===== src/rtl/pxx_pkg.sv =====
package pxx_pkg;

    localparam int CHANNELS_DEF = 8;
    localparam int PW_W         = 12;
    localparam int BYTE_W       = 8;
    localparam int CFG_IDX_W    = 8;
    localparam int PC_W         = 5;
    localparam int REP_W        = 3;
    localparam int SCALE_W      = 11;
    localparam int RECIP_W      = 22;
    localparam int PROD_W       = SCALE_W + RECIP_W;

    localparam logic [PW_W-1:0]    PULSE_MIN    = 12'd817;
    localparam logic [PW_W-1:0]    PULSE_SAT    = 12'd2182;
    localparam logic [RECIP_W-1:0] SCALE_RECIP  = 22'd3146497;
    localparam int                 SCALE_SHIFT  = 21;
    localparam logic [SCALE_W-1:0] SCALE_LOW    = 11'd1;
    localparam logic [SCALE_W-1:0] SCALE_HIGH   = 11'd2047;
    localparam logic [15:0]        CRC_MUL      = 16'h1081;

    localparam logic [BYTE_W-1:0] RECEIVER_RESET = 8'd16;
    localparam logic [BYTE_W-1:0] FLAG_RESET     = 8'd0;
    localparam logic [BYTE_W-1:0] EXTRAS_RESET   = 8'(1 << 2);

    localparam logic [CFG_IDX_W-1:0] REG_RECEIVER = 8'd0;
    localparam logic [CFG_IDX_W-1:0] REG_FLAG1    = 8'd1;
    localparam logic [CFG_IDX_W-1:0] REG_FLAG2    = 8'd2;
    localparam logic [CFG_IDX_W-1:0] REG_EXTRAS   = 8'd3;

    // Coded symbol lengths: the last serial bit of a symbol is a one.
    localparam logic [1:0] LEN_FLUSH = 2'd1;
    localparam logic [1:0] LEN_ZERO  = 2'd2;
    localparam logic [1:0] LEN_ONE   = 2'd3;

    localparam logic [15:0] CRC_NIB [16] = '{
        16'h0000, 16'h1189, 16'h2312, 16'h329B, 16'h4624, 16'h57AD, 16'h6536, 16'h74BF,
        16'h8C48, 16'h9DC1, 16'hAF5A, 16'hBED3, 16'hCA6C, 16'hDBE5, 16'hE97E, 16'hF8F7
    };

    typedef enum logic [2:0] {
        OP_JUMP,
        OP_START,
        OP_CODED,
        OP_DATA,
        OP_MUL,
        OP_CHAN,
        OP_FLUSH,
        OP_END
    } op_t;

    typedef enum logic [1:0] {
        COND_SLOT_NZ,
        COND_SLOT_EVEN,
        COND_NOT_LAST
    } cond_t;

    typedef enum logic [3:0] {
        SRC_RX,
        SRC_FLAG1,
        SRC_FLAG2,
        SRC_CH0,
        SRC_CH1,
        SRC_CH2,
        SRC_EXTRAS,
        SRC_CRC_HI,
        SRC_CRC_LO
    } src_t;

    typedef struct packed {
        op_t              op;
        cond_t            cond;
        logic [PC_W-1:0]  target;
        logic             value;
        logic [REP_W-1:0] count;
        src_t             src;
    } uword_t;

    typedef struct packed {
        logic [BYTE_W-1:0] receiver;
        logic [BYTE_W-1:0] flag1;
        logic [BYTE_W-1:0] flag2;
        logic [BYTE_W-1:0] extras;
    } cfg_t;

    typedef struct packed {
        logic       issue;
        logic [1:0] len;
        logic       tail;
    } ser_cmd_t;

    typedef struct packed {
        logic free;
        logic idle;
        logic shift_nz;
        logic stall;
    } ser_stat_t;

    localparam logic [PC_W-1:0] L_SCALE   = 5'd9;
    localparam logic [PC_W-1:0] L_TRAILER = 5'd15;
    localparam logic [PC_W-1:0] L_END     = 5'd23;

    function automatic uword_t mk(op_t op, cond_t cond, logic [PC_W-1:0] target,
                                  logic value, logic [REP_W-1:0] count, src_t src);
        uword_t w;
        w.op     = op;
        w.cond   = cond;
        w.target = target;
        w.value  = value;
        w.count  = count;
        w.src    = src;
        return w;
    endfunction

    function automatic uword_t ucode(logic [PC_W-1:0] pc);
        uword_t w;
        unique case (pc)
            5'd0:    w = mk(OP_JUMP,  COND_SLOT_NZ,   L_SCALE, 1'b0, 3'd1, SRC_RX);
            5'd1:    w = mk(OP_START, COND_SLOT_NZ,   '0,      1'b0, 3'd1, SRC_RX);
            5'd2:    w = mk(OP_CODED, COND_SLOT_NZ,   '0,      1'b0, 3'd4, SRC_RX);
            5'd3:    w = mk(OP_CODED, COND_SLOT_NZ,   '0,      1'b0, 3'd1, SRC_RX);
            5'd4:    w = mk(OP_CODED, COND_SLOT_NZ,   '0,      1'b1, 3'd6, SRC_RX);
            5'd5:    w = mk(OP_CODED, COND_SLOT_NZ,   '0,      1'b0, 3'd1, SRC_RX);
            5'd6:    w = mk(OP_DATA,  COND_SLOT_NZ,   '0,      1'b0, 3'd1, SRC_RX);
            5'd7:    w = mk(OP_DATA,  COND_SLOT_NZ,   '0,      1'b0, 3'd1, SRC_FLAG1);
            5'd8:    w = mk(OP_DATA,  COND_SLOT_NZ,   '0,      1'b0, 3'd1, SRC_FLAG2);
            5'd9:    w = mk(OP_MUL,   COND_SLOT_NZ,   '0,      1'b0, 3'd1, SRC_RX);
            5'd10:   w = mk(OP_CHAN,  COND_SLOT_NZ,   '0,      1'b0, 3'd1, SRC_RX);
            5'd11:   w = mk(OP_JUMP,  COND_SLOT_EVEN, L_TRAILER, 1'b0, 3'd1, SRC_RX);
            5'd12:   w = mk(OP_DATA,  COND_SLOT_NZ,   '0,      1'b0, 3'd1, SRC_CH0);
            5'd13:   w = mk(OP_DATA,  COND_SLOT_NZ,   '0,      1'b0, 3'd1, SRC_CH1);
            5'd14:   w = mk(OP_DATA,  COND_SLOT_NZ,   '0,      1'b0, 3'd1, SRC_CH2);
            5'd15:   w = mk(OP_JUMP,  COND_NOT_LAST,  L_END,   1'b0, 3'd1, SRC_RX);
            5'd16:   w = mk(OP_DATA,  COND_SLOT_NZ,   '0,      1'b0, 3'd1, SRC_EXTRAS);
            5'd17:   w = mk(OP_DATA,  COND_SLOT_NZ,   '0,      1'b0, 3'd1, SRC_CRC_HI);
            5'd18:   w = mk(OP_DATA,  COND_SLOT_NZ,   '0,      1'b0, 3'd1, SRC_CRC_LO);
            5'd19:   w = mk(OP_CODED, COND_SLOT_NZ,   '0,      1'b0, 3'd1, SRC_RX);
            5'd20:   w = mk(OP_CODED, COND_SLOT_NZ,   '0,      1'b1, 3'd6, SRC_RX);
            5'd21:   w = mk(OP_CODED, COND_SLOT_NZ,   '0,      1'b0, 3'd1, SRC_RX);
            5'd22:   w = mk(OP_FLUSH, COND_SLOT_NZ,   '0,      1'b0, 3'd1, SRC_RX);
            default: w = mk(OP_END,   COND_SLOT_NZ,   '0,      1'b0, 3'd1, SRC_RX);
        endcase
        return w;
    endfunction

    function automatic logic [15:0] crc_step(logic [15:0] crc, logic [BYTE_W-1:0] d);
        logic [BYTE_W-1:0] v;
        logic [15:0]       t;
        v = crc[15:8] ^ d;
        t = CRC_NIB[v[3:0]] ^ 16'(CRC_MUL * 16'(v[7:4]));
        return {crc[7:0], 8'h00} ^ t;
    endfunction

endpackage


===== src/rtl/pxx_if.sv =====
interface pxx_in_if;
    logic                        valid;
    logic                        ready;
    logic [pxx_pkg::PW_W-1:0]    pulse_width;
    logic                        upper_bank;

    modport source (output valid, output pulse_width, output upper_bank, input ready);
    modport sink   (input valid, input pulse_width, input upper_bank, output ready);
endinterface

interface pxx_out_if;
    logic                        valid;
    logic                        ready;
    logic [pxx_pkg::BYTE_W-1:0]  serial_byte;
    logic                        frame_end;

    modport source (output valid, output serial_byte, output frame_end, input ready);
    modport sink   (input valid, input serial_byte, input frame_end, output ready);
endinterface

interface pxx_cfg_if;
    logic                          valid;
    logic                          ready;
    logic [pxx_pkg::CFG_IDX_W-1:0] index;
    logic [pxx_pkg::BYTE_W-1:0]    data;

    modport source (output valid, output index, output data, input ready);
    modport sink   (input valid, input index, input data, output ready);
endinterface


===== src/rtl/pxx_ser.sv =====
module pxx_ser (
    input  logic                clk,
    input  logic                rst_n,
    input  pxx_pkg::ser_cmd_t   cmd,
    output pxx_pkg::ser_stat_t  stat,
    pxx_out_if.source           serial
);
    import pxx_pkg::*;

    logic [1:0]        cp_len_reg, cp_len_next;
    logic [BYTE_W-1:0] shift_reg, shift_next;
    logic [2:0]        count_reg, count_next;
    logic [BYTE_W-1:0] out_byte_reg, out_byte_next;
    logic              out_end_reg, out_end_next;
    logic              out_valid_reg, out_valid_next;

    logic emit;
    logic sbit;
    logic done;
    logic stall;

    assign emit  = cp_len_reg != 2'd0;
    assign sbit  = cp_len_reg == LEN_FLUSH;
    assign done  = emit && (count_reg == 3'd7);
    assign stall = done && out_valid_reg && !serial.ready;

    assign stat.free     = cp_len_reg <= LEN_FLUSH;
    assign stat.idle     = !emit;
    assign stat.shift_nz = count_reg != 3'd0;
    assign stat.stall    = stall;

    assign serial.valid       = out_valid_reg;
    assign serial.serial_byte = out_byte_reg;
    assign serial.frame_end   = out_end_reg;

    always_comb
    begin
        cp_len_next    = cp_len_reg;
        shift_next     = shift_reg;
        count_next     = count_reg;
        out_byte_next  = out_byte_reg;
        out_end_next   = out_end_reg;
        out_valid_next = out_valid_reg;
        if (!stall)
        begin
            if (out_valid_reg && serial.ready)
            begin
                out_valid_next = 1'b0;
            end
            if (emit)
            begin
                shift_next = {sbit, shift_reg[BYTE_W-1:1]};
                count_next = count_reg + 3'd1;
            end
            if (done)
            begin
                out_byte_next  = {sbit, shift_reg[BYTE_W-1:1]};
                out_end_next   = cmd.tail && sbit;
                out_valid_next = 1'b1;
            end
            if (cmd.issue)
            begin
                cp_len_next = cmd.len;
            end
            else if (emit)
            begin
                cp_len_next = cp_len_reg - 2'd1;
            end
        end
    end

    always_ff @(posedge clk or negedge rst_n)
    begin
        if (!rst_n)
        begin
            cp_len_reg    <= '0;
            shift_reg     <= '0;
            count_reg     <= '0;
            out_valid_reg <= 1'b0;
        end
        else
        begin
            cp_len_reg    <= cp_len_next;
            shift_reg     <= shift_next;
            count_reg     <= count_next;
            out_valid_reg <= out_valid_next;
        end
    end

    always_ff @(posedge clk)
    begin
        out_byte_reg <= out_byte_next;
        out_end_reg  <= out_end_next;
    end

endmodule


===== src/rtl/pxx_seq.sv =====
module pxx_seq #(
    parameter int CHANNELS_PER_FRAME = pxx_pkg::CHANNELS_DEF
) (
    input  logic                clk,
    input  logic                rst_n,
    pxx_in_if.sink              pulses,
    input  pxx_pkg::cfg_t       cfg,
    input  pxx_pkg::ser_stat_t  stat,
    output pxx_pkg::ser_cmd_t   cmd
);
    import pxx_pkg::*;

    localparam int                SLOT_W    = $clog2(CHANNELS_PER_FRAME);
    localparam logic [SLOT_W-1:0] LAST_SLOT = SLOT_W'(CHANNELS_PER_FRAME - 1);

    logic               busy_reg, busy_next;
    logic [PC_W-1:0]    pc_reg, pc_next;
    logic [REP_W-1:0]   rep_reg, rep_next;
    logic [3:0]         bitc_reg, bitc_next;
    logic               stuff_reg, stuff_next;
    logic [BYTE_W-1:0]  dbyte_reg, dbyte_next;
    logic [BYTE_W-1:0]  snap_reg, snap_next;
    logic [PW_W-1:0]    w_reg, w_next;
    logic               bank_in_reg, bank_in_next;
    logic [SCALE_W-1:0] q_reg, q_next;
    logic [PW_W-1:0]    chan_reg, chan_next;
    logic [PW_W-1:0]    held_reg, held_next;
    logic [SLOT_W-1:0]  slot_reg, slot_next;
    logic               bank_reg, bank_next;
    logic [15:0]        crc_reg, crc_next;
    logic [2:0]         ones_reg, ones_next;

    uword_t             cw;
    logic               accept;
    logic               last_slot;
    logic               cond_true;
    logic [BYTE_W-1:0]  src_byte;
    logic               data_bit;
    logic [SCALE_W-1:0] t_diff;
    logic [PROD_W-1:0]  product;
    logic [SCALE_W-1:0] scaled;
    logic [PW_W-1:0]    chan;

    assign cw        = ucode(pc_reg);
    assign pulses.ready = !busy_reg;
    assign accept    = pulses.valid && !busy_reg;
    assign last_slot = slot_reg == LAST_SLOT;
    assign data_bit  = (bitc_reg == 4'd0) ? src_byte[BYTE_W-1] : dbyte_reg[BYTE_W-1];

    assign t_diff  = SCALE_W'(w_reg - PULSE_MIN);
    assign product = PROD_W'(t_diff) * PROD_W'(SCALE_RECIP);

    always_comb
    begin
        if (w_reg <= PULSE_MIN)
        begin
            scaled = SCALE_LOW;
        end
        else if (w_reg >= PULSE_SAT)
        begin
            scaled = SCALE_HIGH;
        end
        else
        begin
            scaled = q_reg;
        end
        chan = {bank_reg, scaled};
    end

    always_comb
    begin
        unique case (cw.src)
            SRC_RX:     src_byte = cfg.receiver;
            SRC_FLAG1:  src_byte = cfg.flag1;
            SRC_FLAG2:  src_byte = cfg.flag2;
            SRC_CH0:    src_byte = held_reg[7:0];
            SRC_CH1:    src_byte = {chan_reg[3:0], held_reg[11:8]};
            SRC_CH2:    src_byte = chan_reg[11:4];
            SRC_EXTRAS: src_byte = cfg.extras;
            SRC_CRC_HI: src_byte = crc_reg[15:8];
            SRC_CRC_LO: src_byte = snap_reg;
            default:    src_byte = cfg.receiver;
        endcase
    end

    always_comb
    begin
        unique case (cw.cond)
            COND_SLOT_NZ:   cond_true = slot_reg != '0;
            COND_SLOT_EVEN: cond_true = !slot_reg[0];
            COND_NOT_LAST:  cond_true = !last_slot;
            default:        cond_true = 1'b0;
        endcase
    end

    always_comb
    begin
        busy_next    = busy_reg;
        pc_next      = pc_reg;
        rep_next     = rep_reg;
        bitc_next    = bitc_reg;
        stuff_next   = stuff_reg;
        dbyte_next   = dbyte_reg;
        snap_next    = snap_reg;
        w_next       = w_reg;
        bank_in_next = bank_in_reg;
        q_next       = q_reg;
        chan_next    = chan_reg;
        held_next    = held_reg;
        slot_next    = slot_reg;
        bank_next    = bank_reg;
        crc_next     = crc_reg;
        ones_next    = ones_reg;
        cmd.issue    = 1'b0;
        cmd.len      = LEN_ZERO;
        cmd.tail     = busy_reg && (cw.op == OP_FLUSH);

        if (accept)
        begin
            busy_next    = 1'b1;
            pc_next      = '0;
            w_next       = pulses.pulse_width;
            bank_in_next = pulses.upper_bank;
        end
        else if (busy_reg && !stat.stall)
        begin
            unique case (cw.op)
                OP_JUMP:
                begin
                    pc_next = cond_true ? cw.target : pc_reg + 1'b1;
                end
                OP_START:
                begin
                    bank_next = bank_in_reg;
                    crc_next  = '0;
                    ones_next = '0;
                    pc_next   = pc_reg + 1'b1;
                end
                OP_CODED:
                begin
                    if (stat.free)
                    begin
                        cmd.issue = 1'b1;
                        cmd.len   = cw.value ? LEN_ONE : LEN_ZERO;
                        if (rep_reg == cw.count - 1'b1)
                        begin
                            rep_next = '0;
                            pc_next  = pc_reg + 1'b1;
                        end
                        else
                        begin
                            rep_next = rep_reg + 1'b1;
                        end
                    end
                end
                OP_DATA:
                begin
                    if (stat.free)
                    begin
                        cmd.issue = 1'b1;
                        if (stuff_reg)
                        begin
                            cmd.len    = LEN_ZERO;
                            stuff_next = 1'b0;
                            if (bitc_reg == 4'd8)
                            begin
                                bitc_next = '0;
                                pc_next   = pc_reg + 1'b1;
                            end
                        end
                        else
                        begin
                            cmd.len = data_bit ? LEN_ONE : LEN_ZERO;
                            if (bitc_reg == 4'd0)
                            begin
                                dbyte_next = {src_byte[BYTE_W-2:0], 1'b0};
                                crc_next   = crc_step(crc_reg, src_byte);
                                if (cw.src == SRC_CRC_HI)
                                begin
                                    snap_next = crc_reg[7:0];
                                end
                            end
                            else
                            begin
                                dbyte_next = {dbyte_reg[BYTE_W-2:0], 1'b0};
                            end
                            if (data_bit && (ones_reg == 3'd4))
                            begin
                                ones_next  = '0;
                                stuff_next = 1'b1;
                                bitc_next  = bitc_reg + 4'd1;
                            end
                            else
                            begin
                                ones_next = data_bit ? ones_reg + 3'd1 : 3'd0;
                                if (bitc_reg == 4'd7)
                                begin
                                    bitc_next = '0;
                                    pc_next   = pc_reg + 1'b1;
                                end
                                else
                                begin
                                    bitc_next = bitc_reg + 4'd1;
                                end
                            end
                        end
                    end
                end
                OP_MUL:
                begin
                    q_next  = product[SCALE_SHIFT +: SCALE_W];
                    pc_next = pc_reg + 1'b1;
                end
                OP_CHAN:
                begin
                    chan_next = chan;
                    if (!slot_reg[0])
                    begin
                        held_next = chan;
                    end
                    pc_next = pc_reg + 1'b1;
                end
                OP_FLUSH:
                begin
                    if (stat.idle)
                    begin
                        if (stat.shift_nz)
                        begin
                            cmd.issue = 1'b1;
                            cmd.len   = LEN_FLUSH;
                        end
                        else
                        begin
                            pc_next = pc_reg + 1'b1;
                        end
                    end
                end
                OP_END:
                begin
                    if (stat.idle)
                    begin
                        busy_next = 1'b0;
                        slot_next = last_slot ? '0 : slot_reg + 1'b1;
                    end
                end
                default:
                begin
                    busy_next = 1'b0;
                end
            endcase
        end
    end

    always_ff @(posedge clk or negedge rst_n)
    begin
        if (!rst_n)
        begin
            busy_reg  <= 1'b0;
            pc_reg    <= '0;
            rep_reg   <= '0;
            bitc_reg  <= '0;
            stuff_reg <= 1'b0;
            held_reg  <= '0;
            slot_reg  <= '0;
            bank_reg  <= 1'b0;
            crc_reg   <= '0;
            ones_reg  <= '0;
        end
        else
        begin
            busy_reg  <= busy_next;
            pc_reg    <= pc_next;
            rep_reg   <= rep_next;
            bitc_reg  <= bitc_next;
            stuff_reg <= stuff_next;
            held_reg  <= held_next;
            slot_reg  <= slot_next;
            bank_reg  <= bank_next;
            crc_reg   <= crc_next;
            ones_reg  <= ones_next;
        end
    end

    always_ff @(posedge clk)
    begin
        dbyte_reg   <= dbyte_next;
        snap_reg    <= snap_next;
        w_reg       <= w_next;
        bank_in_reg <= bank_in_next;
        q_reg       <= q_next;
        chan_reg    <= chan_next;
    end

endmodule


===== src/rtl/pxx_frame_encoder.sv =====
// An item's run time grows with the coded serial bits it produces and with its flush bits.
// An item that completes a channel pair sends the pair's bytes, and the last item of a frame
// adds the trailer, CRC, sync and flush. The serial coder emits one serial bit per clock
// while the output word is taken; a new item is taken once the previous microprogram ends.
// Reset (rst_n low, asynchronous) clears the control state and loads the register defaults.
module pxx_frame_encoder #(
    parameter int CHANNELS_PER_FRAME = pxx_pkg::CHANNELS_DEF
) (
    input  logic      clk,
    input  logic      rst_n,
    pxx_in_if.sink    pulses,
    pxx_out_if.source serial,
    pxx_cfg_if.sink   cfg
);
    import pxx_pkg::*;

    cfg_t      cfg_reg, cfg_next;
    ser_cmd_t  cmd;
    ser_stat_t stat;

    assign cfg.ready = 1'b1;

    always_comb
    begin
        cfg_next = cfg_reg;
        if (cfg.valid)
        begin
            unique case (cfg.index)
                REG_RECEIVER: cfg_next.receiver = cfg.data;
                REG_FLAG1:    cfg_next.flag1    = cfg.data;
                REG_FLAG2:    cfg_next.flag2    = cfg.data;
                REG_EXTRAS:   cfg_next.extras   = cfg.data;
                default:      cfg_next          = cfg_reg;
            endcase
        end
    end

    always_ff @(posedge clk or negedge rst_n)
    begin
        if (!rst_n)
        begin
            cfg_reg.receiver <= RECEIVER_RESET;
            cfg_reg.flag1    <= FLAG_RESET;
            cfg_reg.flag2    <= FLAG_RESET;
            cfg_reg.extras   <= EXTRAS_RESET;
        end
        else
        begin
            cfg_reg <= cfg_next;
        end
    end

    pxx_seq #(
        .CHANNELS_PER_FRAME(CHANNELS_PER_FRAME)
    ) u_seq (
        .clk    (clk),
        .rst_n  (rst_n),
        .pulses (pulses),
        .cfg    (cfg_reg),
        .stat   (stat),
        .cmd    (cmd)
    );

    pxx_ser u_ser (
        .clk    (clk),
        .rst_n  (rst_n),
        .cmd    (cmd),
        .stat   (stat),
        .serial (serial)
    );

endmodule


===== src/flat_wrapper.sv =====
// flat-port wrapper written by rule: the top's interface ports become plain ports
module pxx_frame_encoder_flat import pxx_pkg::*;
#(
    parameter int CHANNELS_PER_FRAME = pxx_pkg::CHANNELS_DEF
)
  (clk, rst_n, pulses_valid, pulses_pulse_width, pulses_upper_bank, pulses_ready, serial_valid, serial_serial_byte, serial_frame_end, serial_ready, cfg_valid, cfg_index, cfg_data, cfg_ready);
  pxx_in_if pulses_i ();
  pxx_out_if serial_i ();
  pxx_cfg_if cfg_i ();
  input  logic clk;
  input  logic rst_n;
  input wire logic [$bits(pulses_i.valid)-1:0] pulses_valid;
  input wire logic [$bits(pulses_i.pulse_width)-1:0] pulses_pulse_width;
  input wire logic [$bits(pulses_i.upper_bank)-1:0] pulses_upper_bank;
  output wire logic [$bits(pulses_i.ready)-1:0] pulses_ready;
  output wire logic [$bits(serial_i.valid)-1:0] serial_valid;
  output wire logic [$bits(serial_i.serial_byte)-1:0] serial_serial_byte;
  output wire logic [$bits(serial_i.frame_end)-1:0] serial_frame_end;
  input wire logic [$bits(serial_i.ready)-1:0] serial_ready;
  input wire logic [$bits(cfg_i.valid)-1:0] cfg_valid;
  input wire logic [$bits(cfg_i.index)-1:0] cfg_index;
  input wire logic [$bits(cfg_i.data)-1:0] cfg_data;
  output wire logic [$bits(cfg_i.ready)-1:0] cfg_ready;
  assign pulses_i.valid = pulses_valid;
  assign pulses_i.pulse_width = pulses_pulse_width;
  assign pulses_i.upper_bank = pulses_upper_bank;
  assign pulses_ready = pulses_i.ready;
  assign serial_valid = serial_i.valid;
  assign serial_serial_byte = serial_i.serial_byte;
  assign serial_frame_end = serial_i.frame_end;
  assign serial_i.ready = serial_ready;
  assign cfg_i.valid = cfg_valid;
  assign cfg_i.index = cfg_index;
  assign cfg_i.data = cfg_data;
  assign cfg_ready = cfg_i.ready;
  pxx_frame_encoder #(.CHANNELS_PER_FRAME(CHANNELS_PER_FRAME)) u_core (.clk(clk), .rst_n(rst_n), .pulses(pulses_i), .serial(serial_i), .cfg(cfg_i));
endmodule

===== config.mk =====
export PLATFORM = sky130hd
export DESIGN_NAME = pxx_frame_encoder_flat
export DESIGN_NICKNAME = d
export VERILOG_FILES = /design/src/rtl/pxx_pkg.sv /design/src/rtl/pxx_if.sv /design/src/rtl/pxx_ser.sv /design/src/rtl/pxx_seq.sv /design/src/rtl/pxx_frame_encoder.sv /design/src/flat_wrapper.sv
export SDC_FILE = /design/constraint.sdc
export NUM_CORES = 1
export LEC_CHECK = 0
export ABC_AREA = 1
export ABC_CLOCK_PERIOD_IN_PS = 3900
export BUFFER_PORTS_ARGS = -buffer_cell sky130_fd_sc_hd__buf_2
export CAP_MARGIN = 20
export CORE_MARGIN = 1.5
export CORE_UTILIZATION = 56
export CTS_BUF_LIST = sky130_fd_sc_hd__clkbuf_16
export CTS_CLUSTER_SIZE = 24
export DETAILED_ROUTE_END_ITERATION = 6
export PLACE_DENSITY = 0.79
export SETUP_SLACK_MARGIN = 0.05
export SLEW_MARGIN = 30
export SYNTH_ARGS = -nofsm -noshare
export SYNTH_HDL_FRONTEND = slang
export SYNTH_SLANG_ARGS = --single-unit

===== constraint.sdc =====
create_clock -name clk -period 3.9 [get_ports clk]
set_clock_uncertainty 0.05 [all_clocks]
set_input_delay 0 -clock clk [delete_from_list [all_inputs] [get_ports clk]]
set_output_delay 0 -clock clk [all_outputs]
set_load 0.01 [all_outputs]

## After elaboration in Yosys (flattened, before gate mapping)

Memories as Yosys holds them, arrays and structs flattened.
Cells that the tools add are included.

| storage, ports and cells | value |
|---|---|
| logic and storage cells | 198 |
| bits in registers | 156 |
| output and inout port bits | 12 |
| bits of input ports | 34 |
| memories | 2 |
| bits in read-only memories | 832 |

| cells by class | value |
|---|---|
| multiplexer cells | 56 |
| reduce and logical (&&, ||, !) cells | 50 |
| add/sub/neg operators | 9 |
| multipliers | 2 |
| bitwise logic cells | 9 |
| eq/ne operators | 40 |
| order comparisons | 4 |

Memories:

| name | words | bits a word | rd ports | clocked after memory_dff | wr ports | line | source |
|---|---|---|---|---|---|---|---|
| (no name shown) | 32 | 18 | 1 | 0 | 0 | pxx_pkg.sv:116 | `unique case (pc)` |
| (no name shown) | 16 | 16 | 1 | 0 | 0 | pxx_pkg.sv:149 | `t = CRC_NIB[v[3:0]] ^ 16'(CRC_MUL * 16'(v[7:4]));` |

Operator list:

| cell | number |
|---|---|
| 2-to-1 mux 16 bit | 5 |
| one-hot mux 8 bit (8 select lines) | 1 |
| 2-to-1 mux 5 bit | 12 |
| 2-to-1 mux 3 bit | 12 |
| multiplier 11 x 22 -> 32 bit (second input constant) | 1 |
| one-hot mux 16 bit (2 select lines) | 1 |
| XOR 16 bit | 2 |
| one-hot mux 5 bit (5 select lines) | 1 |
| 2-to-1 mux 11 bit | 2 |
| == test 3 bit (second input constant) | 7 |
| == test 4 x 3 -> 1 bit (second input constant) | 5 |
| == test 8 x 2 -> 1 bit (second input constant) | 2 |
| multiplier 13 x 4 -> 16 bit (first input constant) | 1 |
| 2-to-1 mux 4 bit | 4 |
| AND reduction 2 bit | 8 |
| AND reduction 4 bit | 4 |
| AND reduction 5 bit | 3 |
| adder 3 x 1 -> 3 bit (second input constant) | 4 |
| greater-or-equal comparator 12 bit (second input constant) | 1 |
| less-or-equal comparator 12 x 10 -> 1 bit (second input constant) | 1 |
| 2-to-1 mux 1 bit | 12 |
| != test 4 bit (second input constant) | 3 |
| AND reduction 3 bit | 4 |
| nonzero test 2 bit | 6 |
| other kinds (40) | 68 |

## Longest topological paths before layout

Gate-level depths: netlist of run 1.
An unclocked memory read counts as a cell.

| depth | value |
|---|---|
| depth in word-level cells | 14 |
| gate-level depth with buffers | 26 |
| depth with buffers taken out | 26 |

## Cells and area by module

From an unflattened synthesis of run 1, not the netlist that was laid out.

| unflattened totals | value |
|---|---|
| cell total of the unflattened synthesis | 1221 |
| area, all modules | 9801.9 µm² |

By module, submodules not included:

| module | cells an instance | instances | area each (µm²) | seq. area each (µm²) |
|---|---|---|---|---|
| pxx_seq | 972 | 1 | 7442.1 | 2702.6 |
| pxx_frame_encoder | 157 | 1 | 1388.8 | 803.3 |
| pxx_ser | 92 | 1 | 970.9 | 595.6 |

## Least setup slack after synthesis of run 1

OpenSTA, ideal clock, no wires.

| timing path | value |
|---|---|
| kind | register to register |
| start | reg u_core.u_seq.w_reg[0] |
| end | reg u_core.u_seq.q_reg[5], data pin |
| data required time | 3.586 ns |
| buffers on the path | 0 |
| library setup time | 0.264 ns |
| cell stages (with the launch flop) | 27 |
| path slack | 0.028 ns |
| period minus slack after synthesis | 3.872 ns |
| arrival time | 3.559 ns |
| path through | edfxtp_1 -> inv_1 -> ha_1 -> nand2_1 -> nand2_1 -> nand2_1 -> nand3_1 -> xor2_1 -> inv_1 -> nand2_1 -> nand2_1 -> inv_1 -> ha_1 -> ha_1 -> inv_1 -> fa_1 -> inv_1 -> ha_1 -> a21oi_1 -> inv_1 -> a31oi_1 -> o21ai_0 -> a21o_1 -> nand3_1 -> nand2_1 -> nor2_1 -> nor2_1 |

| on the way | value |
|---|---|
| longest elaborated chain between the ends | 2 |

Ends and longest elaborated chain:

| what | line | source |
|---|---|---|
| start: declaration | pxx_seq.sv:23 | `logic [PW_W-1:0] w_reg, w_next;` |
| start signal: assignment | pxx_seq.sv:288 | `w_reg <= w_next;` |
| subtractor 11 x 10 -> 11 bit | pxx_seq.sv:50 | `assign t_diff = SCALE_W'(w_reg - PULSE_MIN);` |
| multiplier 11 x 22 -> 32 bit | pxx_seq.sv:51 | `assign product = PROD_W'(t_diff) * PROD_W'(SCALE_RECIP);` |
| named net u_core.u_seq.product[26] | pxx_seq.sv:40 | `logic [PROD_W-1:0] product;` |
| end signal: assignment | pxx_seq.sv:290 | `q_reg <= q_next;` |
| end: declaration | pxx_seq.sv:25 | `logic [SCALE_W-1:0] q_reg, q_next;` |

The timed path passes the listed nets, and every way through them passes these cells.
A chain may end at the register's enable or synchronous reset.

## Worst setup path after layout of run 1

| timing path | value |
|---|---|
| start | reg u_core.u_seq.w_reg[1] |
| end | reg u_core.u_seq.q_reg[10], data pin |

The elaborated chain is that of the path after synthesis.

==> out/qor.txt, run 1 <==
status = finished, violations left
failing checks = negative setup slack
final HPWL from detailed placement = 16.05 mm
routability cong. = 0.9236
Final #Nets = 1363
WS Path Type = reg2reg
synth top area cells = dfrtp_1, edfxtp_1, nand2_1
Req. time, crit path = 4020 ps
final cell count without fillers = 1487
P&R area growth vs syn = 18.93%
initial antenna violation count = 0
Clk Latency, worst-skew pair = 430 ps
sequential-to-total area share from yosys stat = 44.00%
via density per instance = 5.457
syn nets = 1260
# rows = 46
worst hold path type = in2async
RSZ-0062 raised after global routing = yes
Worst EP arrival = 4050 ps
multi-input gate area in the final layout = 4920 um^2
first-pass GRT wire length = 37.26 mm
Starting Density = 58.05%
grt ovf = 0
Syn Std Cell Area = 9321 um^2
total routing usage reported by global routing = 26.53%
number of fill cells = 1209
Reg clk slew, reported paths = 70 ps
maxcap violations = 0
Die Ht = 132.0 um
Worst Tran Pin Value = 790.6 ps
Via Count = 8114
Peak VDD IR = 0.5068 mV
final core utilization = 69.04%
WL/cell = 15.60 um
PD cells = 752.3 nW/um^2
Detail Route Antenna Nets = 0
H-tree levels = 4
number of global-route vias before repair = 7925
finished layout cell area = 11090 um^2
register area = 4101 um^2
1st-pass router iterations = 5
DRC = 0
Iter 0 DRT Violations = 621
CTS tree = done
max reg flops = 32
commonest cells after routing, fill and taps aside = nand2_1, inv_1, nand3_1
top_reg_cell synth = dfrtp_1
share of post-route cells with drive strength above 1 = 17.07%
leakage = 5.468 nW
startpoint class of the critical path = flip-flop
Yosys top cell by area = dfrtp_1
Fin. Hold Viols = 0
Syn Inst Count = 1155
fmax = 0.2548 GHz
largest fanout on the critical path = 3
Die Wd = 132.0 um
Tmin final = 3925 ps
clk root buf = clkbuf_16
Inst Count DP = 1420
CTS sink cnt = 152
# setup viols final = 4
final worst setup slack = -24.64 ps
slew margin rel. = 47.29%
placed cell areas = 9922 um^2
syn_area_per_cell = 8.071 um^2
period utilisation layout = 100.6%
count of cell types in the netlist = 54
Die Area = 17430 um^2
total CTS buffers = 17
commonest non-fill, non-tap cell in the layout = nand2_1
Core ar. = 16060 um^2
port bufs = 44
Clock Tree Buf Depth = 2
Async S/R FF share, synth = 61.18%
number of synthesized flops with an enable pin = 59
Routed WL = 23.20 mm
Antenna Cells = 0
Slew Limit Fails = 0
Yosys warnings = 0
Yosys reg bits = 152
Yosys top cell area share = 24.43%
Pwr Total = 8.340 mW
pin count of the biggest net entering global routing = 59
boundary pin count = 46
Crit. End Element = flip-flop
-- metal layers --
layer | GRT usage, % | vias to the layer above | wire [um]
li1 | - | 4003 | -
met1 | 32.67 | 3786 | 9884
met2 | 45.29 | 255 | 11550
met3 | 4.498 | 70 | 900
met4 | 12.90 | 0 | 862
met5 | 0 | - | 0
-- area by class of cell --
type | count | area share [%]
clock buffer | 17 | 3.837
timing repair buffer | 105 | 6.682
clock inverter | 15 | 1.467
multi-input combinational | 858 | 44.38
sequential | 152 | 37.00
inverter | 124 | 4.199
tap | 216 | 2.438
-- cell usage after synthesis, types with 2 or more instances --
cell,count
a21boi_0,2
nand2_4,2
nor2_1,73
nor2_2,4
a21o_1,2
o21ai_0,70
inv_2,6
or2_1,4
edfxtp_1,59
or2_2,5
nor4_1,2
o21ai_2,4
nand4_1,12
o21bai_1,2
nand2_2,15
buf_2,4
dfstp_2,2
o31ai_1,4
ha_1,68
inv_1,117
nor2_4,4
dfrtp_1,91
a21oi_1,23
nand3_2,6
clkbuf_1,10
nand3_1,97
xnor2_1,6
buf_4,5
fa_1,3
o22ai_1,6
o211ai_1,3
nor3_1,17
a31oi_1,7
nand2_1,380
xor2_1,20
buf_6,2
-- worst max-delay path, cell delays in order (launching register included) --
cell	delay, ps
edfxtp_1	450
inv_2	130
ha_4	160
nand2_2	60
nand2_2	80
nand2_2	70
nand3_4	100
xor2_4	190
inv_1	70
nand2_1	90
nand2_1	60
inv_1	50
ha_1	160
ha_1	160
inv_1	50
fa_1	350
inv_1	70
ha_2	180
ha_4	210
nand2_2	100
inv_1	70
a21oi_1	180
o31ai_2	110
a21oi_2	190
o211ai_1	120
xor2_1	160
-- repair_timing --
action	in CTS	in global routing
hold endpoints to repair	102	0
resized for setup	9	51
cloned	0	0
pin swaps	1	18
hold buffers	24	0
endpoints found under the setup margin	9	11
buffers inserted	3	8
-- per-stage QoR --
stage | hold slack [ps] | setup slack [ps] | setup TNS, ps
after CTS | 163.0 | 60.77 | 0
after detailed placement | 77.87 | -128.3 | -414.1
after global placement | 75.66 | 27.66 | 0
final | 138.6 | -24.64 | -47.01
after floorplan | -345.6 | 63.23 | 0
after global routing | 207.2 | -268.6 | -2006
-- kinds of logic (layout without fill, tap and decap cells) --
group,after synthesis,after routing,share of synthesized area [%]
XOR/XNOR,26,26,2.443
buffers and inverters,145,261,6.255
adder cells (fa/ha/maj),71,71,9.772
AND/OR/NAND/NOR,628,628,29.36
flip-flops,152,152,44.00
other,1,1,0.04023
AO/OA/AOI/OAI,132,132,8.134
-- path summary, 6_finish.rpt --
kind	start	endpoint	slack (ps)	depth (start not counted)
setup / recovery	u_core.u_seq.w_reg[1]	u_core.u_seq.q_reg[10]	-20	25
hold / removal	rst_n	u_core.cfg_reg[31]	140	2
setup reg to reg	u_core.u_seq.w_reg[1]	u_core.u_seq.q_reg[10]	-20	25
hold reg to reg	u_core.u_ser.shift_reg[2]	u_core.u_ser.serial.serial_byte[1]	400	0
max in group asynchronous	rst_n	u_core.u_seq.slot_reg[2]	2690	3
min in group clk	cfg_index[0]	u_core.cfg_reg[28]	150	4
-- power breakdown --
part | total (mW) | leakage (nW) | internal, mW | switching, mW
logic | 4.30 | 3.42 | 1.40 | 2.91
clock network | 1.68 | 0.291 | 0.958 | 0.721
registers | 2.36 | 1.76 | 2.09 | 0.271
Power figures use the tool's default switching activity.
==> run 2, diff against run 1 <==
ABC_CLOCK_PERIOD_IN_PS = 3870   (was 3900)
CORE_UTILIZATION = 60   (was 56)
PLACE_DENSITY = 0.8   (was 0.79)
clock period = 3.87 ns   (was 3.9 ns; I/O delays follow)
==> run 2 against run 1 <==
The run still ends with negative setup slack left. Sequential share of layout area decreased by 0.55 points. Core utilization increased by 5.0 points. Largest power group unchanged. First-iteration DRC count up 19%. Clock power barely moved. Largest cell class unchanged. Critical path type unchanged. Cell count down 1.3%. Flip-flop and latch count unchanged. Non-clock buffer count is 8 higher. Via count rose by 2.4%. Design area rose by 1.5%.
==> out/qor.txt, run 2 (synthesized netlist as in run 1, its figures left out) <==
Detail Route Antenna Nets = 0 (unchanged)
worst hold path type = in2async
largest fanout on the critical path = 4 (+1)
via density per instance = 5.665 (+3.8%)
final cell count without fillers = 1467 (-1.3%)
Worst Tran Pin Value = 789.3 ps (-1.354 ps)
clock power share = 19.7% (-0.4 points)
final HPWL from detailed placement = 15.86 mm (-1.2%)
period utilisation layout = 103.9% (+3.2 points)
Die Area = 16290 um^2 (-6.5%)
routability cong. = 0.9528 (+3.2%)
Req. time, crit path = 3990 ps (-30 ps)
Iter 0 DRT Violations = 737 (+19%)
maxcap violations = 0 (unchanged)
status = finished, violations left
number of global-route vias before repair = 7940 (+0.19%)
final worst setup slack = -149.7 ps (-125.1 ps)
first-pass GRT wire length = 37.26 mm (unchanged)
Sw Share = 46.94% (+0.20 points)
Antenna Cells = 0 (unchanged)
P&R area growth vs syn = 20.71%
PD cells = 758.5 nW/um^2 (+0.82%)
leakage = 5.525 nW (+1.0%)
Clock Tree Buf Depth = 2 (unchanged)
failing checks = negative setup slack
multi-input gate area in the final layout = 5052 um^2 (+2.7%)
total routing usage reported by global routing = 28.99% (+2.5 points)
commonest cells after routing, fill and taps aside = nand2_1, inv_1, nand3_1
boundary pin count = 46 (unchanged)
Final #Nets = 1371 (+0.59%)
Peak VDD IR = 0.5230 mV (+3.2%)
initial antenna violation count = 0 (unchanged)
Routed WL = 23.99 mm (+3.4%)
Pint = 4.528 mW (+1.9%)
RSZ-0062 raised after global routing = yes
startpoint class of the critical path = flip-flop
port bufs = 44 (unchanged)
share of post-route cells with drive strength above 1 = 19.08% (+2.0 points)
# setup viols final = 9 (+5)
commonest non-fill, non-tap cell in the layout = nand2_1
Inst Count DP = 1394 (-1.8%)
CTS tree = done
Via Count = 8311 (+2.4%)
DRC = 0 (unchanged)
number of fill cells = 1056 (-13%)
sw power = 4.006 mW (+2.8%)
fmax = 0.2488 GHz (-2.4%)
CTS sink cnt = 152 (unchanged)
clk root buf = clkbuf_16
pin count of the biggest net entering global routing = 74 (+25%)
# rows = 45 (-2.2%)
H-tree levels = 4 (unchanged)
placed cell areas = 9893 um^2 (-0.29%)
slew margin rel. = 46.98% (-0.31 points)
Slew Limit Fails = 0 (unchanged)
Crit. End Element = flip-flop
Core ar. = 15200 um^2 (-5.3%)
sequential share of power = 27.9% (-0.4 points)
Clk Latency, worst-skew pair = 430 ps (about the same)
Starting Density = 61.32% (+3.3 points)
total CTS buffers = 17 (unchanged)
Die Ht = 127.6 um (-3.3%)
Comb pwr share = 52.3% (+0.7 points)
1st-pass router iterations = 5 (unchanged)
max reg flops = 32 (unchanged)
WL/cell = 16.35 um (+4.8%)
register area = 4101 um^2 (unchanged)
Tmin final = 4020 ps (+95.08 ps)
WS Path Type = reg2reg
reg2reg setup slack = -150 ps (-130 ps)
Reg clk slew, reported paths = 60 ps (about the same)
Fin. Hold Viols = 0 (unchanged)
grt ovf = 0 (unchanged)
Die Wd = 127.6 um (-3.3%)
Worst EP arrival = 4140 ps (+90 ps)
finished layout cell area = 11250 um^2 (+1.5%)
[run 2: cell count changes in the layout (fill, tap and decap cells not counted), moves of 3 or more]
cell / previous run / this run
ha_4: 7 / 11
buf_4: 38 / 45
inv_1: 110 / 107
ha_1: 58 / 55
nand2_1: 370 / 367
a21oi_1: 18 / 15
nor2_1: 69 / 66
[run 2: metal layers]
metal | global-route usage, % | part of all wire, % | vias to the layer above
met1 | 34.94 | 40 | 3889
met2 | 51.35 | 51 | 331
met5 | 0 | 0 | -
met3 | 5.863 | 5.3 | 67
met4 | 10.97 | 3.3 | 0
li1 | - | - | 4024
[run 2: power by group through the flow]
stage / logic, mW / registers, mW / clock network (mW)
3_5_place_dp: 4.10 / 2.40 / 0
5_1_grt: 5.00 / 2.42 / 1.77
2_1_floorplan: 3.21 / 2.31 / 0
3_3_place_gp: 3.99 / 2.38 / 0
4_1_cts: 4.19 / 2.37 / 1.69
6_report: 4.47 / 2.38 / 1.69
[run 2: area by class of cell]
| cell class | count | share of cell area (%) |
|---|---|---|
| Sequential cell | 152 | 36.45 |
| Tap cell | 188 | 2.091 |
| Clock buffer | 17 | 3.781 |
| Clock inverter | 15 | 1.468 |
| Multi-Input combinational cell | 858 | 44.90 |
| Inverter | 124 | 4.159 |
| Timing Repair Buffer | 113 | 7.150 |
[run 2: timing repair]
item	4_1_cts	5_1_grt
buffers inserted	4	13
setup endpoints to repair	10	11
cloned	0	0
gates resized for setup	14	77
hold buffers	24	0
pin swaps	5	25
hold endpoints to repair	117	0
[run 2: path summary, 6_finish.rpt]
check,from,end,cells after the start
worst max register to register,u_core.u_seq.w_reg[2],u_core.u_seq.q_reg[10],24
worst min-delay path,rst_n,u_core.cfg_reg[24],2
max in group asynchronous,rst_n,u_core.u_seq.busy_reg,3
worst min register to register,u_core.u_ser.shift_reg[2],u_core.u_ser.serial.serial_byte[1],0
min in group clk,cfg_index[0],u_core.cfg_reg[28],4
worst max-delay path,u_core.u_seq.w_reg[2],u_core.u_seq.q_reg[10],24
[run 2: worst max-delay path, cell delays in order (launching register included)]
cell and delay [ps]:
edfxtp_1 470, nor2_2 190, nand3_2 110, nand2_2 80
nand2_2 60, nand2_2 100, xor2_2 230, inv_2 70
nand2_2 80, nand2_1 60, inv_1 60, ha_2 200
ha_4 140, inv_2 30, fa_1 340, inv_1 60
ha_1 220, ha_4 240, nand2_2 100, inv_1 100
a21oi_2 150, o31ai_2 110, a21oi_2 220, o211ai_1 140
xor2_1 150
[run 2: through the flow]
step / hold slack, ps / setup TNS, ps / setup WS, ps / util (%) / power [mW]
6_report: 122.3 / -912.6 / -149.7 / 74.02 / 8.535
5_1_grt: 196.1 / -3475 / -431.4 / 74.02 / 9.191
4_1_cts: 124.2 / 0 / 48.71 / 71.14 / 8.258
3_5_place_dp: 128.1 / -452.1 / -137.4 / 65.08 / 6.503
3_3_place_gp: 126.8 / -3.489 / -3.489 / 65.08 / 6.369
2_1_floorplan: -345.6 / 0 / 55.24 / - / 5.515
==> run 3, diff against run 2 <==
CAP_MARGIN = unset   (was 20)
REMOVE_ABC_BUFFERS = 1   (was unset)
==> run 3 against run 2 <==
Count of clock-buffer cells in the layout did not move. Worst hold slack got worse by 47 ps. First-iteration DRC count rose by 6.0%. Combinational power fell by 2%. Power barely moved. Highest routed layer unchanged. Routed wire length fell by 0.38%. The run still ends with negative setup slack left. Setup slack got worse by 64 ps. Critical endpoint is now u_core.u_seq.q_reg[6].
==> out/qor.txt, run 3 (synthesized netlist as in run 1, its figures left out) <==
Slew Limit Fails = 0 (unchanged)
number of global-route vias before repair = 7957 (+0.21%)
Detail Route Antenna Nets = 0 (unchanged)
placed cell areas = 9894 um^2 (about the same)
H-tree levels = 4 (unchanged)
pin count of the biggest net entering global routing = 68 (-8.1%)
share of post-route cells with drive strength above 1 = 17.93% (-1.1 points)
Via Count = 8369 (+0.70%)
Clock Tree Buf Depth = 2 (unchanged)
Peak VDD IR = 0.4341 mV (-17%)
period utilisation layout = 105.5% (+1.7 points)
WL/cell = 16.31 um (-0.25%)
sw power = 3.928 mW (-2.0%)
Die Wd = 127.6 um (unchanged)
Pwr Total = 8.540 mW (about the same)
Sw Share = 46.00% (-0.95 points)
clk root buf = clkbuf_16
port bufs = 44 (unchanged)
Die Area = 16290 um^2 (unchanged)
largest fanout on the critical path = 4 (unchanged)
commonest non-fill, non-tap cell in the layout = nand2_1
worst hold path type = in2async
sequential share of power = 27.9% (about the same)
first-pass GRT wire length = 37.76 mm (+1.3%)
# setup viols final = 11 (+2)
clock power share = 20.8% (+1.1 points)
CTS sink cnt = 152 (unchanged)
P&R area growth vs syn = 20.07%
# rows = 45 (unchanged)
initial antenna violation count = 0 (unchanged)
Critical Path Source = u_core.u_seq.w_reg[2]
CP Capture Point = u_core.u_seq.q_reg[6]
Req. time, crit path = 3990 ps (about the same)
grt ovf = 0 (unchanged)
path depth of the worst reg2reg path = 21 (-13%)
Pint = 4.612 mW (+1.8%)
Crit. End Element = flip-flop
routability cong. = 0.9134 (-4.1%)
Routed WL = 23.90 mm (-0.38%)
Worst Tran Pin Value = 751.3 ps (-37.95 ps)
worst r2r dst = u_core.u_seq.q_reg[6]
setup TNS = -1599 ps (-686.8 ps)
Final #Nets = 1369 (-0.15%)
PD cells = 763.1 nW/um^2 (+0.60%)
via density per instance = 5.713 (+0.84%)
final cell count without fillers = 1465 (-0.14%)
max reg flops = 32 (unchanged)
Tmin final = 4084 ps (+64.28 ps)
Antenna Cells = 0 (unchanged)
RSZ-0062 raised after global routing = yes
leakage = 5.519 nW (-0.11%)
final worst setup slack = -214.0 ps (-64.28 ps)
Clk Latency, worst-skew pair = 430 ps (about the same)
fmax = 0.2449 GHz (-1.6%)
Inst Count DP = 1393 (-0.072%)
boundary pin count = 46 (unchanged)
Comb pwr share = 51.3% (-1.0 points)
commonest cells after routing, fill and taps aside = nand2_1, inv_1, nand3_1
Fin. Hold Viols = 0 (unchanged)
reg2reg setup slack = -210 ps (-60 ps)
final HPWL from detailed placement = 15.81 mm (-0.31%)
maxcap violations = 0 (unchanged)
pre-CTS WS = -202.0 ps (-64.55 ps)
total CTS buffers = 17 (unchanged)
Worst EP arrival = 4200 ps (+60 ps)
RR Startpoint = u_core.u_seq.w_reg[2]
total routing usage reported by global routing = 29.26% (+0.27 points)
Die Ht = 127.6 um (unchanged)
Core ar. = 15200 um^2 (unchanged)
failing checks = negative setup slack
Final Hold Slack = 74.89 ps (-47.39 ps)
WS Path Type = reg2reg
Starting Density = 61.32% (unchanged)
startpoint class of the critical path = flip-flop
Iter 0 DRT Violations = 781 (+6.0%)
slew margin rel. = 49.53% (+2.5 points)
status = finished, violations left
DRC = 0 (unchanged)
Reg clk slew, reported paths = 70 ps (about the same)
final core utilization = 73.62% (-0.40 points)
1st-pass router iterations = 6 (+1)
finished layout cell area = 11190 um^2 (-0.53%)
CTS tree = done
run 3: cell types whose count changed in the layout (fill, tap and decap cells not counted), sizes merged:
cell | before | now
buf | 89 | 87
clkinv | 4 | 5
inv | 130 | 128
clkinvlp | 3 | 2
bufinv | 2 | 4
run 3: worst max-delay path, cell delays in order, from the launching register on:
cell      delay [ps]
edfxtp_1         480
nor2_2           170
nand3_2          120
buf_4            150
buf_4            120
nand2_1          100
xor2_1           240
inv_1             90
buf_4            140
ha_1             200
inv_1             80
fa_1             410
inv_1             80
ha_2             200
ha_4             170
a21oi_4           60
inv_1             90
a31oi_2          100
o31ai_1          280
a21oi_1          140
o21ai_1          240
xor2_1           100
run 3: final cells by class:
cell class / count / area [um^2]
Sequential cell: 152 / 4101
Fill cell: 1109 / 4010
Multi-Input combinational cell: 858 / 4974
Inverter: 124 / 465.4
Tap cell: 188 / 235.2
Clock inverter: 15 / 201.4
Clock buffer: 17 / 425.4
Timing Repair Buffer: 111 / 789.5
run 3: worst min path at each step:
stage                               end  slack [ps]
6_report        u_core.u_seq.crc_reg[9]          70
5_1_grt         u_core.u_seq.crc_reg[8]         140
4_1_cts              u_core.cfg_reg[28]         150
3_5_place_dp   u_core.u_seq.crc_reg[12]         120
3_3_place_gp    u_core.u_seq.crc_reg[8]         130
2_1_floorplan         u_core.cfg_reg[0]        -350
run 3: timing repair:
action	CTS	global route
endpoints found under the setup margin	10	11
endpoints found under the hold margin	111	0
hold buffers	24	0
buffers inserted	5	11
resized for setup	18	55
pin swaps	3	22
run 3: metal layers:
layer	vias up	GRT usage [%]	share of wire (%)	routed length, um
met5	-	0	0	0
met3	68	4.858	5.6	1334
met2	320	51.48	50	12020
met1	3962	36.80	41	9759
li1	4019	-	-	-
met4	0	9.848	3.3	781
run 3: power by group through the flow:
| stage | clock [mW] | sequential [mW] | combinational, mW |
|---|---|---|---|
| global placement | 0 | 2.38 | 3.99 |
| finish | 1.78 | 2.38 | 4.38 |
| CTS | 1.79 | 2.37 | 4.21 |
| detailed placement | 0 | 2.39 | 4.08 |
| global route | 1.85 | 2.42 | 4.93 |
| floorplan | 0 | 2.33 | 3.09 |
